--- src/hw/rtl/srtf_pkg.sv ---
// Shared types, widths and sequencer states of the SRTF batch scheduler.
package srtf_pkg;

    localparam int MAX_PROC = 16;
    localparam int IDX_W    = $clog2(MAX_PROC);
    localparam int CNT_W    = $clog2(MAX_PROC + 1);
    localparam int DATA_W   = 16;
    localparam int TICK_W   = 21;
    localparam int DIFF_W   = 20;
    localparam int SUM_W    = 24;
    localparam int KEY_W    = DATA_W + IDX_W;

    typedef logic [IDX_W-1:0]  idx_t;
    typedef logic [CNT_W-1:0]  cnt_t;
    typedef logic [DATA_W-1:0] data_t;
    typedef logic [TICK_W-1:0] tick_t;
    typedef logic [DIFF_W-1:0] diff_t;
    typedef logic [SUM_W-1:0]  sum_t;
    typedef logic [KEY_W-1:0]  key_t;

    typedef enum logic [2:0] {
        ST_LOAD,
        ST_SCAN,
        ST_EXEC,
        ST_OSCAN,
        ST_OCALC,
        ST_OFORM,
        ST_OSEND
    } state_t;

endpackage

--- src/hw/rtl/srtf_batch_scheduler.sv ---
// Preemptive shortest-remaining-time-first batch scheduler, top level.
//
// Usage: jobs enter on the s_ channel (arrival, burst, last_job), one per cycle
// while s_ready is high. The transaction with s_last_job set, or the sixteenth
// job, closes the batch; s_ready then stays low until the last result of the
// batch is taken. A job with zero burst completes at its own arrival.
// Scheduling runs as repeated scans: each scan walks the n stored jobs, one per
// cycle, through a single compare unit to pick the ready job with the least
// remaining time (ties: earlier arrival, then earlier load) and the next
// arrival; EXEC then moves the tick to the next completion or arrival.
// A scheduling step is thus a scan followed by EXEC, and a batch needs at most
// about 2n steps. Results leave on the m_ channel in arrival order; each is
// made by a selection scan, a subtract and a form step, and each then
// waits in the output register while m_ready is low. Totals restart per batch.
// Reset (aresetn low, synchronous) empties the batch, drops any pending result
// and returns to loading; the job stores are not cleared.
module srtf_batch_scheduler (
    input  logic                       aclk,
    input  logic                       aresetn,
    input  logic                       s_valid,
    output logic                       s_ready,
    input  logic [15:0]                s_arrival_time,
    input  logic [15:0]                s_burst_time,
    input  logic                       s_last_job,
    output logic                       m_valid,
    input  logic                       m_ready,
    output logic [4:0]                 m_job_number,
    output logic [15:0]                m_echo_arrival,
    output logic [15:0]                m_echo_burst,
    output logic [20:0]                m_completion_time,
    output logic [19:0]                m_turnaround_time,
    output logic [19:0]                m_waiting_time,
    output logic [23:0]                m_total_waiting,
    output logic [23:0]                m_total_turnaround,
    output logic                       m_last_result
);

    // job stores
    srtf_pkg::data_t arr_mem [srtf_pkg::MAX_PROC];
    srtf_pkg::data_t bur_mem [srtf_pkg::MAX_PROC];
    srtf_pkg::data_t rem_mem [srtf_pkg::MAX_PROC];
    srtf_pkg::tick_t comp_mem[srtf_pkg::MAX_PROC];

    // control registers
    srtf_pkg::state_t state_reg, state_next;
    srtf_pkg::cnt_t   job_count_reg, job_count_next;
    srtf_pkg::cnt_t   fin_reg, fin_next;
    srtf_pkg::cnt_t   out_cnt_reg, out_cnt_next;
    srtf_pkg::tick_t  tick_reg, tick_next;
    srtf_pkg::idx_t   scan_reg, scan_next;
    logic             best_vld_reg, best_vld_next;
    logic             nxt_vld_reg, nxt_vld_next;
    logic             sel_vld_reg, sel_vld_next;
    logic             prev_vld_reg, prev_vld_next;
    logic             m_valid_reg, m_valid_next;

    // datapath registers
    srtf_pkg::idx_t   best_idx_reg, best_idx_next;
    srtf_pkg::data_t  best_rem_reg, best_rem_next;
    srtf_pkg::data_t  best_arr_reg, best_arr_next;
    srtf_pkg::data_t  nxt_reg, nxt_next;
    srtf_pkg::idx_t   sel_idx_reg, sel_idx_next;
    srtf_pkg::data_t  sel_arr_reg, sel_arr_next;
    srtf_pkg::data_t  sel_bur_reg, sel_bur_next;
    srtf_pkg::tick_t  sel_comp_reg, sel_comp_next;
    srtf_pkg::key_t   prev_key_reg, prev_key_next;
    srtf_pkg::diff_t  ta_reg, ta_next;
    srtf_pkg::sum_t   tw_reg, tw_next;
    srtf_pkg::sum_t   tt_reg, tt_next;
    srtf_pkg::cnt_t   m_job_reg, m_job_next;
    srtf_pkg::data_t  m_arr_reg, m_arr_next;
    srtf_pkg::data_t  m_bur_reg, m_bur_next;
    srtf_pkg::tick_t  m_comp_reg, m_comp_next;
    srtf_pkg::diff_t  m_ta_reg, m_ta_next;
    srtf_pkg::diff_t  m_wt_reg, m_wt_next;
    logic             m_last_reg, m_last_next;

    // store write controls
    logic             load_we;
    srtf_pkg::idx_t   load_idx;
    logic             rem_we;
    srtf_pkg::idx_t   rem_waddr;
    srtf_pkg::data_t  rem_wdata;
    logic             comp_we;
    srtf_pkg::idx_t   comp_waddr;
    srtf_pkg::tick_t  comp_wdata;

    // scan read port and helpers
    srtf_pkg::data_t  a_rd, r_rd, b_rd;
    srtf_pkg::tick_t  c_rd;
    logic             scan_last;
    srtf_pkg::key_t   cur_key, sel_key;
    srtf_pkg::tick_t  gap;
    srtf_pkg::data_t  run;
    srtf_pkg::data_t  rem_new;
    srtf_pkg::tick_t  tick_new;
    srtf_pkg::cnt_t   jc_new, fin_load;
    srtf_pkg::diff_t  wt_val;

    assign a_rd      = arr_mem[scan_reg];
    assign r_rd      = rem_mem[scan_reg];
    assign b_rd      = bur_mem[scan_reg];
    assign c_rd      = comp_mem[scan_reg];
    assign scan_last = (srtf_pkg::cnt_t'(scan_reg) == job_count_reg - srtf_pkg::cnt_t'(1));
    assign cur_key   = {a_rd, scan_reg};
    assign sel_key   = {sel_arr_reg, sel_idx_reg};
    assign load_idx  = srtf_pkg::idx_t'(job_count_reg);
    assign jc_new    = job_count_reg + srtf_pkg::cnt_t'(1);
    assign fin_load  = fin_reg + srtf_pkg::cnt_t'(s_burst_time == '0);

    // run length of one scheduling step: up to the next arrival at most
    always_comb begin
        gap = srtf_pkg::tick_t'(nxt_reg) - tick_reg;
        run = best_rem_reg;
        if (nxt_vld_reg && (gap < srtf_pkg::tick_t'(best_rem_reg))) begin
            run = gap[srtf_pkg::DATA_W-1:0];
        end
        tick_new = tick_reg + srtf_pkg::tick_t'(run);
        rem_new  = best_rem_reg - run;
    end

    assign wt_val = ta_reg - srtf_pkg::diff_t'(sel_bur_reg);

    // sequencer: next state and datapath updates
    always_comb begin
        state_next     = state_reg;
        job_count_next = job_count_reg;
        fin_next       = fin_reg;
        out_cnt_next   = out_cnt_reg;
        tick_next      = tick_reg;
        scan_next      = scan_reg;
        best_vld_next  = best_vld_reg;
        nxt_vld_next   = nxt_vld_reg;
        sel_vld_next   = sel_vld_reg;
        prev_vld_next  = prev_vld_reg;
        m_valid_next   = m_valid_reg;
        best_idx_next  = best_idx_reg;
        best_rem_next  = best_rem_reg;
        best_arr_next  = best_arr_reg;
        nxt_next       = nxt_reg;
        sel_idx_next   = sel_idx_reg;
        sel_arr_next   = sel_arr_reg;
        sel_bur_next   = sel_bur_reg;
        sel_comp_next  = sel_comp_reg;
        prev_key_next  = prev_key_reg;
        ta_next        = ta_reg;
        tw_next        = tw_reg;
        tt_next        = tt_reg;
        m_job_next     = m_job_reg;
        m_arr_next     = m_arr_reg;
        m_bur_next     = m_bur_reg;
        m_comp_next    = m_comp_reg;
        m_ta_next      = m_ta_reg;
        m_wt_next      = m_wt_reg;
        m_last_next    = m_last_reg;
        load_we        = 1'b0;
        rem_we         = 1'b0;
        rem_waddr      = load_idx;
        rem_wdata      = s_burst_time;
        comp_we        = 1'b0;
        comp_waddr     = load_idx;
        comp_wdata     = srtf_pkg::tick_t'(s_arrival_time);
        s_ready        = 1'b0;

        unique case (state_reg)
            // store jobs; zero bursts finish at their arrival right away
            srtf_pkg::ST_LOAD: begin
                s_ready = 1'b1;
                if (s_valid) begin
                    load_we        = 1'b1;
                    rem_we         = 1'b1;
                    comp_we        = (s_burst_time == '0);
                    job_count_next = jc_new;
                    fin_next       = fin_load;
                    if (s_last_job || (jc_new == srtf_pkg::cnt_t'(srtf_pkg::MAX_PROC))) begin
                        scan_next     = '0;
                        best_vld_next = 1'b0;
                        nxt_vld_next  = 1'b0;
                        sel_vld_next  = 1'b0;
                        prev_vld_next = 1'b0;
                        out_cnt_next  = '0;
                        tw_next       = '0;
                        tt_next       = '0;
                        if (fin_load == jc_new) begin
                            state_next = srtf_pkg::ST_OSCAN;
                        end else begin
                            state_next = srtf_pkg::ST_SCAN;
                        end
                    end
                end
            end

            // pick the ready job with least remaining time and the next arrival
            srtf_pkg::ST_SCAN: begin
                if (r_rd != '0) begin
                    if (srtf_pkg::tick_t'(a_rd) <= tick_reg) begin
                        if (!best_vld_reg || (r_rd < best_rem_reg) ||
                            ((r_rd == best_rem_reg) && (a_rd < best_arr_reg))) begin
                            best_vld_next = 1'b1;
                            best_idx_next = scan_reg;
                            best_rem_next = r_rd;
                            best_arr_next = a_rd;
                        end
                    end else if (!nxt_vld_reg || (a_rd < nxt_reg)) begin
                        nxt_vld_next = 1'b1;
                        nxt_next     = a_rd;
                    end
                end
                scan_next = scan_reg + srtf_pkg::idx_t'(1);
                if (scan_last) begin
                    state_next = srtf_pkg::ST_EXEC;
                end
            end

            // advance time: run the chosen job or jump to the next arrival
            srtf_pkg::ST_EXEC: begin
                scan_next     = '0;
                best_vld_next = 1'b0;
                nxt_vld_next  = 1'b0;
                state_next    = srtf_pkg::ST_SCAN;
                if (!best_vld_reg) begin
                    tick_next = srtf_pkg::tick_t'(nxt_reg);
                end else begin
                    tick_next = tick_new;
                    rem_we    = 1'b1;
                    rem_waddr = best_idx_reg;
                    rem_wdata = rem_new;
                    if (rem_new == '0) begin
                        comp_we    = 1'b1;
                        comp_waddr = best_idx_reg;
                        comp_wdata = tick_new;
                        fin_next   = fin_reg + srtf_pkg::cnt_t'(1);
                        if (fin_reg + srtf_pkg::cnt_t'(1) == job_count_reg) begin
                            sel_vld_next = 1'b0;
                            state_next   = srtf_pkg::ST_OSCAN;
                        end
                    end
                end
            end

            // find the next job in (arrival, load) order
            srtf_pkg::ST_OSCAN: begin
                if ((!prev_vld_reg || (cur_key > prev_key_reg)) &&
                    (!sel_vld_reg || (cur_key < sel_key))) begin
                    sel_vld_next  = 1'b1;
                    sel_idx_next  = scan_reg;
                    sel_arr_next  = a_rd;
                    sel_bur_next  = b_rd;
                    sel_comp_next = c_rd;
                end
                scan_next = scan_reg + srtf_pkg::idx_t'(1);
                if (scan_last) begin
                    state_next = srtf_pkg::ST_OCALC;
                end
            end

            // turnaround = completion - arrival
            srtf_pkg::ST_OCALC: begin
                ta_next    = srtf_pkg::diff_t'(sel_comp_reg - srtf_pkg::tick_t'(sel_arr_reg));
                state_next = srtf_pkg::ST_OFORM;
            end

            // form the result transaction and update the totals
            srtf_pkg::ST_OFORM: begin
                tw_next       = tw_reg + srtf_pkg::sum_t'(wt_val);
                tt_next       = tt_reg + srtf_pkg::sum_t'(ta_reg);
                m_job_next    = srtf_pkg::cnt_t'(sel_idx_reg) + srtf_pkg::cnt_t'(1);
                m_arr_next    = sel_arr_reg;
                m_bur_next    = sel_bur_reg;
                m_comp_next   = sel_comp_reg;
                m_ta_next     = ta_reg;
                m_wt_next     = wt_val;
                m_last_next   = (out_cnt_reg + srtf_pkg::cnt_t'(1) == job_count_reg);
                out_cnt_next  = out_cnt_reg + srtf_pkg::cnt_t'(1);
                prev_vld_next = 1'b1;
                prev_key_next = sel_key;
                m_valid_next  = 1'b1;
                state_next    = srtf_pkg::ST_OSEND;
            end

            // hold the result until taken
            srtf_pkg::ST_OSEND: begin
                if (m_ready) begin
                    m_valid_next = 1'b0;
                    scan_next    = '0;
                    sel_vld_next = 1'b0;
                    if (m_last_reg) begin
                        job_count_next = '0;
                        fin_next       = '0;
                        tick_next      = '0;
                        state_next     = srtf_pkg::ST_LOAD;
                    end else begin
                        state_next = srtf_pkg::ST_OSCAN;
                    end
                end
            end

            default: begin
                state_next = srtf_pkg::ST_LOAD;
            end
        endcase
    end

    // control state
    always_ff @(posedge aclk) begin
        if (!aresetn) begin
            state_reg     <= srtf_pkg::ST_LOAD;
            job_count_reg <= '0;
            fin_reg       <= '0;
            out_cnt_reg   <= '0;
            tick_reg      <= '0;
            scan_reg      <= '0;
            best_vld_reg  <= 1'b0;
            nxt_vld_reg   <= 1'b0;
            sel_vld_reg   <= 1'b0;
            prev_vld_reg  <= 1'b0;
            m_valid_reg   <= 1'b0;
            tw_reg        <= '0;
            tt_reg        <= '0;
        end else begin
            state_reg     <= state_next;
            job_count_reg <= job_count_next;
            fin_reg       <= fin_next;
            out_cnt_reg   <= out_cnt_next;
            tick_reg      <= tick_next;
            scan_reg      <= scan_next;
            best_vld_reg  <= best_vld_next;
            nxt_vld_reg   <= nxt_vld_next;
            sel_vld_reg   <= sel_vld_next;
            prev_vld_reg  <= prev_vld_next;
            m_valid_reg   <= m_valid_next;
            tw_reg        <= tw_next;
            tt_reg        <= tt_next;
        end
    end

    // payload registers
    always_ff @(posedge aclk) begin
        best_idx_reg <= best_idx_next;
        best_rem_reg <= best_rem_next;
        best_arr_reg <= best_arr_next;
        nxt_reg      <= nxt_next;
        sel_idx_reg  <= sel_idx_next;
        sel_arr_reg  <= sel_arr_next;
        sel_bur_reg  <= sel_bur_next;
        sel_comp_reg <= sel_comp_next;
        prev_key_reg <= prev_key_next;
        ta_reg       <= ta_next;
        m_job_reg    <= m_job_next;
        m_arr_reg    <= m_arr_next;
        m_bur_reg    <= m_bur_next;
        m_comp_reg   <= m_comp_next;
        m_ta_reg     <= m_ta_next;
        m_wt_reg     <= m_wt_next;
        m_last_reg   <= m_last_next;
    end

    // job store writes
    always_ff @(posedge aclk) begin
        if (load_we) begin
            arr_mem[load_idx] <= s_arrival_time;
            bur_mem[load_idx] <= s_burst_time;
        end
        if (rem_we) begin
            rem_mem[rem_waddr] <= rem_wdata;
        end
        if (comp_we) begin
            comp_mem[comp_waddr] <= comp_wdata;
        end
    end

    // drive outputs
    assign m_valid            = m_valid_reg;
    assign m_job_number       = m_job_reg;
    assign m_echo_arrival     = m_arr_reg;
    assign m_echo_burst       = m_bur_reg;
    assign m_completion_time  = m_comp_reg;
    assign m_turnaround_time  = m_ta_reg;
    assign m_waiting_time     = m_wt_reg;
    assign m_total_waiting    = tw_reg;
    assign m_total_turnaround = tt_reg;
    assign m_last_result      = m_last_reg;

endmodule
--- config.mk ---
export PLATFORM = sky130hd
export DESIGN_NAME = srtf_batch_scheduler
export DESIGN_NICKNAME = d
export VERILOG_FILES = /design/src/hw/rtl/srtf_pkg.sv /design/src/hw/rtl/srtf_batch_scheduler.sv
export SDC_FILE = /design/constraint.sdc
export NUM_CORES = 2
export LEC_CHECK = 0
export BUFFER_PORTS_ARGS = -buffer_cell sky130_fd_sc_hd__buf_2
export CAP_MARGIN = 20
export CORE_ASPECT_RATIO = 0.8
export CORE_MARGIN = 5
export CORE_UTILIZATION = 40
export DETAILED_ROUTE_END_ITERATION = 7
export SETUP_SLACK_MARGIN = 0.4
export SYNTH_ARGS = -nofsm -noshare
export SYNTH_HDL_FRONTEND = slang
export SYNTH_SLANG_ARGS = --single-unit
--- constraint.sdc ---
create_clock -name aclk -period 8.1 [get_ports aclk]
set_clock_uncertainty 0.2 [all_clocks]
set_input_delay 1.62 -clock aclk [delete_from_list [all_inputs] [get_ports aclk]]
set_output_delay 1.62 -clock aclk [all_outputs]
set_load 0.05 [all_outputs]
* Word-level counts from Yosys, hierarchy flattened
Memories as Yosys holds them, arrays and structs flattened. A register that Yosys moved wholly into a read port is not among the register bits. Index checks and enable logic that the tools add are counted.
Storage, ports and cells: register bits 307, bits in writable memories 1104, output and inout bits 149, memories kept 4
Cells by class: $add $sub $neg 14, magnitude comparators 7, eq/ne operators 27, mux-type cells 82, bitwise logic cells 1, reductions and logical operators 39
Memories:
- comp_mem | words 16, width 21, rd ports 1, clocked after Yosys merged registers in 1, write ports 1, line srtf_batch_scheduler.sv:42 | srtf_pkg::tick_t comp_mem[srtf_pkg::MAX_PROC];
- arr_mem | words 16, width 16, rd ports 1, clocked after Yosys merged registers in 1, write ports 1, line srtf_batch_scheduler.sv:39 | srtf_pkg::data_t arr_mem [srtf_pkg::MAX_PROC];
- bur_mem | words 16, width 16, rd ports 1, clocked after Yosys merged registers in 1, write ports 1, line srtf_batch_scheduler.sv:40 | srtf_pkg::data_t bur_mem [srtf_pkg::MAX_PROC];
- rem_mem | words 16, width 16, rd ports 1, clocked after Yosys merged registers in 1, write ports 1, line srtf_batch_scheduler.sv:41 | srtf_pkg::data_t rem_mem [srtf_pkg::MAX_PROC];
Operators with widths (count):
- $mux W21 | 6
- $pmux W24 S2 | 2
- $add A24 B20 Y24 | 2
- $lt A16 B16 Y1 | 3
- $mux W16 | 3
- $mux W24 | 2
- $mux W4 | 12
- $pmux W21 S2 | 1
- $mux W5 | 8
- $sub A20 B16 Y20 | 2
- $logic_not A16 Y1 | 2
- $ne A2 B2 Y1 const B | 15
- $mux W1 | 26
- $add A21 B16 Y21 | 1
- $le A16 B21 Y1 | 1
- $lt A21 B16 Y1 | 1
- $pmux W3 S7 | 1
- $sub A16 B21 Y21 | 1
- $gt A20 B20 Y1 | 1
- $lt A20 B20 Y1 | 1
- $pmux W5 S2 | 2
- $reduce_and A6 Y1 | 3
- $eq A16 B16 Y1 | 1
- $pmux W4 S4 | 1
- other kinds (33) | 72

* Depth between registers and ports, before layout
depth after elaboration 11, depth in mapped cells 34, depth with buffers taken out 33

* Least setup slack after synthesis
OpenSTA, ideal clock, no wires.
path kind register to register, start register tick_reg[4], end memory comp_mem[12][0] in the netlist's numbering (enable), setup time 0.459 ns, arrival 8.121 ns, slack -0.680 ns, stages on the path, launching flop included 29, period minus slack after synthesis 8.780 ns, path through dfxtp_1 inv_1 ha_1 a21o_1 or3_1 o22ai_2 o21ai_0 a21o_1 a21oi_1 xnor2_1 ha_1 o21ai_0 a21oi_1 o31ai_1 o2111ai_1 a211oi_2 buf_2 a21o_1 inv_1 fa_1 a211oi_1 o21ai_0 a311oi_1 a211oi_1 a211oi_1 and4_1 o2111ai_1 buf_2 o41ai_1
On the way: cells in the longest elaborated chain, start to end 11, elaborated cells on any way between the ends 14
Ends and longest elaborated chain:
- start: declaration | line srtf_batch_scheduler.sv:49 | srtf_pkg::tick_t tick_reg, tick_next;
- start signal: assignment | line srtf_batch_scheduler.sv:325 | tick_reg <= tick_next;
- $sub A16 B21 Y21 * | line srtf_batch_scheduler.sv:113 | gap = srtf_pkg::tick_t'(nxt_reg) - tick_reg;
- $lt A21 B16 Y1 | line srtf_batch_scheduler.sv:115 | if (nxt_vld_reg && (gap < srtf_pkg::tick_t'(best_rem_reg))) begin
- $logic_and A1 B1 Y1 | line srtf_batch_scheduler.sv:115
- $mux W16 * | line srtf_batch_scheduler.sv:115
- $sub A16 B16 Y16 * | line srtf_batch_scheduler.sv:119 | rem_new = best_rem_reg - run;
- $logic_not A16 Y1 * | line srtf_batch_scheduler.sv:228 | if (rem_new == '0) begin
- $mux W1 | line srtf_batch_scheduler.sv:228
- $mux W1 | line srtf_batch_scheduler.sv:221 | if (!best_vld_reg) begin
- $pmux W1 S2 | line srtf_batch_scheduler.sv:165 | unique case (state_reg)
- $mux W1 | line srtf_batch_scheduler.sv:367 | if (comp_we) begin
- $mux W1 (implied by the code) | line srtf_batch_scheduler.sv:368 | comp_mem[comp_waddr] <= comp_wdata;
- end: declaration | line srtf_batch_scheduler.sv:42
Every way passes the cells marked *; elsewhere a longest branch is shown, timed or not.

* Worst setup path after layout
start register tick_reg[5], end memory comp_mem[5][5] in the netlist's numbering (data pin)
On the way: cells in the longest elaborated chain, start to end 9, elaborated cells on any way between the ends 10
Ends and longest elaborated chain:
- $sub A16 B21 Y21 | line srtf_batch_scheduler.sv:113
- $lt A21 B16 Y1 | line srtf_batch_scheduler.sv:115
- $logic_and A1 B1 Y1 | line srtf_batch_scheduler.sv:115
- $mux W16 | line srtf_batch_scheduler.sv:115
- $sub A16 B16 Y16 | line srtf_batch_scheduler.sv:119
- $logic_not A16 Y1 | line srtf_batch_scheduler.sv:228
- $mux W21 * | line srtf_batch_scheduler.sv:228
- $mux W21 * | line srtf_batch_scheduler.sv:221
- $mux W21 * | line srtf_batch_scheduler.sv:165
- net comp_wdata[5] | line srtf_batch_scheduler.sv:86 | srtf_pkg::tick_t comp_wdata;
The timed path passes the listed nets; every way through them passes the cells marked *.

==> impl_metrics.py <==
metrics = {
    "run_status": {
        "outcome": "finished, final reports clean",
    },
    "grt": {
        "grt_use_total": 0.2049,
        "grt_pass1_vias": 34840,
        "use_met2": 0.3124,
        "top_usage_layer": "met2",
        "use_met3": 0.03500,
        "met1_usage": 0.3052,
        "grt_pass1_wl_um": 246300,
        "grt_overflow": 0,
        "grt_max_degree": 86,
        "antenna_found_initial": 16,
    },
    "detailed_routing": {
        "drt_iter0_markers": 3755,
        "drt_wl_total_um": 174900,
        "viasPerCell": 5.697,
        "ant_nets": 0,
        "firstDrtPassIters": 5,
        "routedWlPerCell_um": 27.52,
        "drc": 0,
        "vias": 36210,
    },
    "sta": {
        "final-hold-violation-count": 0,
        "max_freq_ghz": 0.1307,
        "max-slew-margin-rel": 0.1483,
        "setup_viol": 0,
        "setup_slack_ns": 0.4516,
        "period_needed_ns": 7.648,
        "rsz0062_at_grt": "yes",
        "worstMarginPinSlew_ns": 1.268,
        "drv_slew": 0,
        "finalCritPeriodShare": 0.9443,
    },
    "pwr": {
        "leakage_nw": 24.78,
        "power_density_mw_per_mm2": 229.6,
        "peakVddDrop_mv": 0.2136,
        "power_w": 0.01681,
    },
    "floorplan": {
        "rows": 130,
        "ioPinCount": 186,
        "dieArea_mm2": 0.1657,
        "dieHeight_um": 365.1,
        "initial_core_util": 0.4021,
        "die_w_um": 453.9,
        "core_area_mm2": 0.1568,
    },
    "clock_network": {
        "numCtsBuffers": 144,
        "clock-sinks": 1436,
        "clk_latency_ns": 0.80,
        "cts_tree": "done",
        "cts_max_level": 4,
        "max-clock-path-buffers": 3,
        "clk_pin_slew_ns": 0.06,
        "clock-root-buffer": "clkbuf_16",
    },
    "worst_setup_path": {
        "critPathCaptureType": "flip-flop",
        "slowest_delay_ns": 0.42,
        "regToRegSetupSlack_ns": 0.45,
        "rr_endpoint": "comp_mem[5][5]$_DFFE_PP_",
        "r2r-start": "tick_reg[5]$_SDFFE_PN0P_",
        "path_max_fanout": 8,
        "cp-start-kind": "flip-flop",
        "required_ns": 8.41,
        "crit_slowest_cell": "dfxtp_1",
        "cp.arrival_ns": 7.96,
        "setup.worst_path.class": "flip-flop to flip-flop",
        "rr_worst_depth": 31,
    },
    "logic_synthesis": {
        "synthCells": 3788,
        "ys_ff_latch": 1436,
        "ys.flop_type": "edfxtp_1",
        "syn_nets": 4079,
        "synth_warnings": 0,
        "async_flop_share": 0,
        "yosysSeqAreaShare": 0.6681,
        "synth_area_per_cell_um2": 16.64,
        "syn_area_mm2": 0.06305,
        "synth_edf_count": 1336,
        "ys_types": 86,
    },
    "placed_design": {
        "gp_congestion": 0.9331,
        "dpl.hpwl_um": 111800,
        "dp_slack_ns": 0.03401,
        "dp.cells": 6046,
        "io_buffers": 185,
    },
    "hold_path": {
        "hold_class": "flip-flop to flip-flop",
        "min_path_cells": 0,
        "hold_end": "prev_key_reg[12]$_DFFE_PP_",
        "hp-start": "sel_arr_reg[8]$_DFFE_PP_",
    },
    "layout": {
        "nets": 4424,
        "multi_input_area_mm2": 0.02046,
        "largest-register": "comp_mem",
        "final_cells": 6356,
        "largest_reg_flops": 336,
        "num-fill-cells": 13410,
        "seq_area_mm2": 0.04214,
        "syn_to_final_growth_pct": 16.14,
        "layout-drive-gt1-share": 0.2439,
    },
    "run": {
        "cap_violations": 0,
    },
}
how the worst max path moves through the flow:
stage | slack [ns] | cells after the start | endpoint | startpoint
6_report | 0.45 | 31 | comp_mem[5][5]$_DFFE_PP_ | tick_reg[5]$_SDFFE_PN0P_
5_1_grt | 0.11 | 35 | comp_mem[8][13]$_DFFE_PP_ | nxt_reg[0]$_DFFE_PP_
4_1_cts | 0.40 | 31 | comp_mem[4][20]$_DFFE_PP_ | nxt_reg[0]$_DFFE_PP_
3_5_place_dp | 0.03 | 31 | comp_mem[13][5]$_DFFE_PP_ | nxt_reg[0]$_DFFE_PP_
3_3_place_gp | 0.09 | 33 | comp_mem[15][4]$_DFFE_PP_ | nxt_reg[0]$_DFFE_PP_
2_1_floorplan | -0.14 | 28 | comp_mem[15][0]$_DFFE_PP_ | tick_reg[4]$_SDFFE_PN0P_
final cells by class:
cell class,instances,share of cell area
Timing Repair Buffer,337,0.03664
Clock buffer,179,0.05188
Multi-Input combinational cell,2022,0.2794
Antenna cell,5,0.0001709
Tap cell,2112,0.03609
Inverter,192,0.009911
Sequential cell,1436,0.5756
Clock inverter,73,0.01036
repair_timing:
item	4_1_cts	5_1_grt
gates resized for setup	25	59
setup buffers	3	17
setup endpoints to repair	645	679
pin swaps	9	19
hold buffers	0	0
gates cloned	8	24
where the power goes:
group / switching, W / internal [W]
clock: 0.00286 / 0.00364
sequential: 0.000102 / 0.00823
combinational: 0.00120 / 0.000772
logic make-up (layout without fill, tap and decap cells):
family,after synthesis,count (layout),share of synthesized area
AO/OA/AOI/OAI,568,568,0.05996
XOR/XNOR,129,129,0.01792
buffers and inverters,345,781,0.02191
adder cells (fa/ha/maj),254,254,0.05124
AND/OR/NAND/NOR,671,671,0.05071
other,0,5,0
flip-flops,1436,1436,0.6681
multiplexers,385,400,0.1302
per-layer routing:
layer / wire length (um) / share of wire / vias up
met5: 69 / 0.00039 / -
met1: 78020 / 0.45 / 18830
met4: 4774 / 0.027 / 8
met2: 79310 / 0.45 / 1380
li1: - / - / 15740
met3: 12770 / 0.073 / 252
worst max-delay path, delay by kind of cell, from the launching register on:
| kind | cells | cell delay (ns) |
|---|---|---|
| AND/OR/NAND/NOR | 7 | 1.78 |
| XOR/XNOR | 2 | 0.32 |
| flip-flops | 1 | 0.42 |
| adder cells (fa/ha/maj) | 4 | 1.29 |
| multiplexers | 1 | 0.36 |
| AO/OA/AOI/OAI | 13 | 2.42 |
| buffers and inverters | 4 | 0.54 |
through the flow:
stage                     utilization  instance area [um^2]  setup TNS (ns)  hold slack [ns]
after floorplan                     -                 63090          -24.02           0.2003
after global placement         0.4308                 67550               0           0.2323
after detailed placement       0.4310                 67580               0           0.2355
after CTS                      0.4616                 72370               0           0.2470
after global routing           0.4669                 73210               0           0.2623
final                          0.4670                 73220               0           0.2475
synthesized netlist by cell type (19+ instances only):
cell type	number	area, um^2
nor3_1	45	225.2
nand2b_1	30	187.7
nand2_1	150	563.0
o21a_1	27	202.7
xnor2_1	93	814.5
a22oi_1	34	255.2
dfxtp_1	100	2002
ha_1	247	3090
mux2i_1	20	200.2
o31ai_1	30	225.2
mux4_2	343	7725
a211oi_1	22	165.2
nor2b_1	30	187.7
or3_1	19	118.9
edfxtp_1	1336	40120
nand3_1	44	220.2
nand4_1	23	143.9
buf_1	30	112.6
o21ai_0	115	575.6
nor2_1	242	908.4
a21o_1	67	503.0
inv_1	191	716.9
clkbuf_1	94	352.8
a21oi_1	137	685.7
xor2_1	36	315.3
placed cells by master (no fill, tap or decap), types with 16 or more instances in the layout:
cell type / instances
a211oi_1: 20
a21o_1: 67
a21oi_1: 133
a22oi_1: 34
buf_12: 24
buf_2: 185
buf_4: 104
clkbuf_1: 32
clkbuf_16: 161
clkinv_1: 31
dfxtp_1: 91
edfxtp_1: 1336
ha_1: 239
inv_1: 188
mux2_4: 30
mux2i_1: 19
mux4_2: 343
nand2_1: 149
nand2b_1: 30
nand3_1: 44
nand4_1: 23
nor2_1: 206
nor2_2: 20
nor2_4: 16
nor2b_1: 28
nor3_1: 41
o21a_1: 26
o21ai_0: 107
o31ai_1: 19
or3_1: 19
xnor2_1: 92
xor2_1: 35
(Power assumes the default switching activity.)
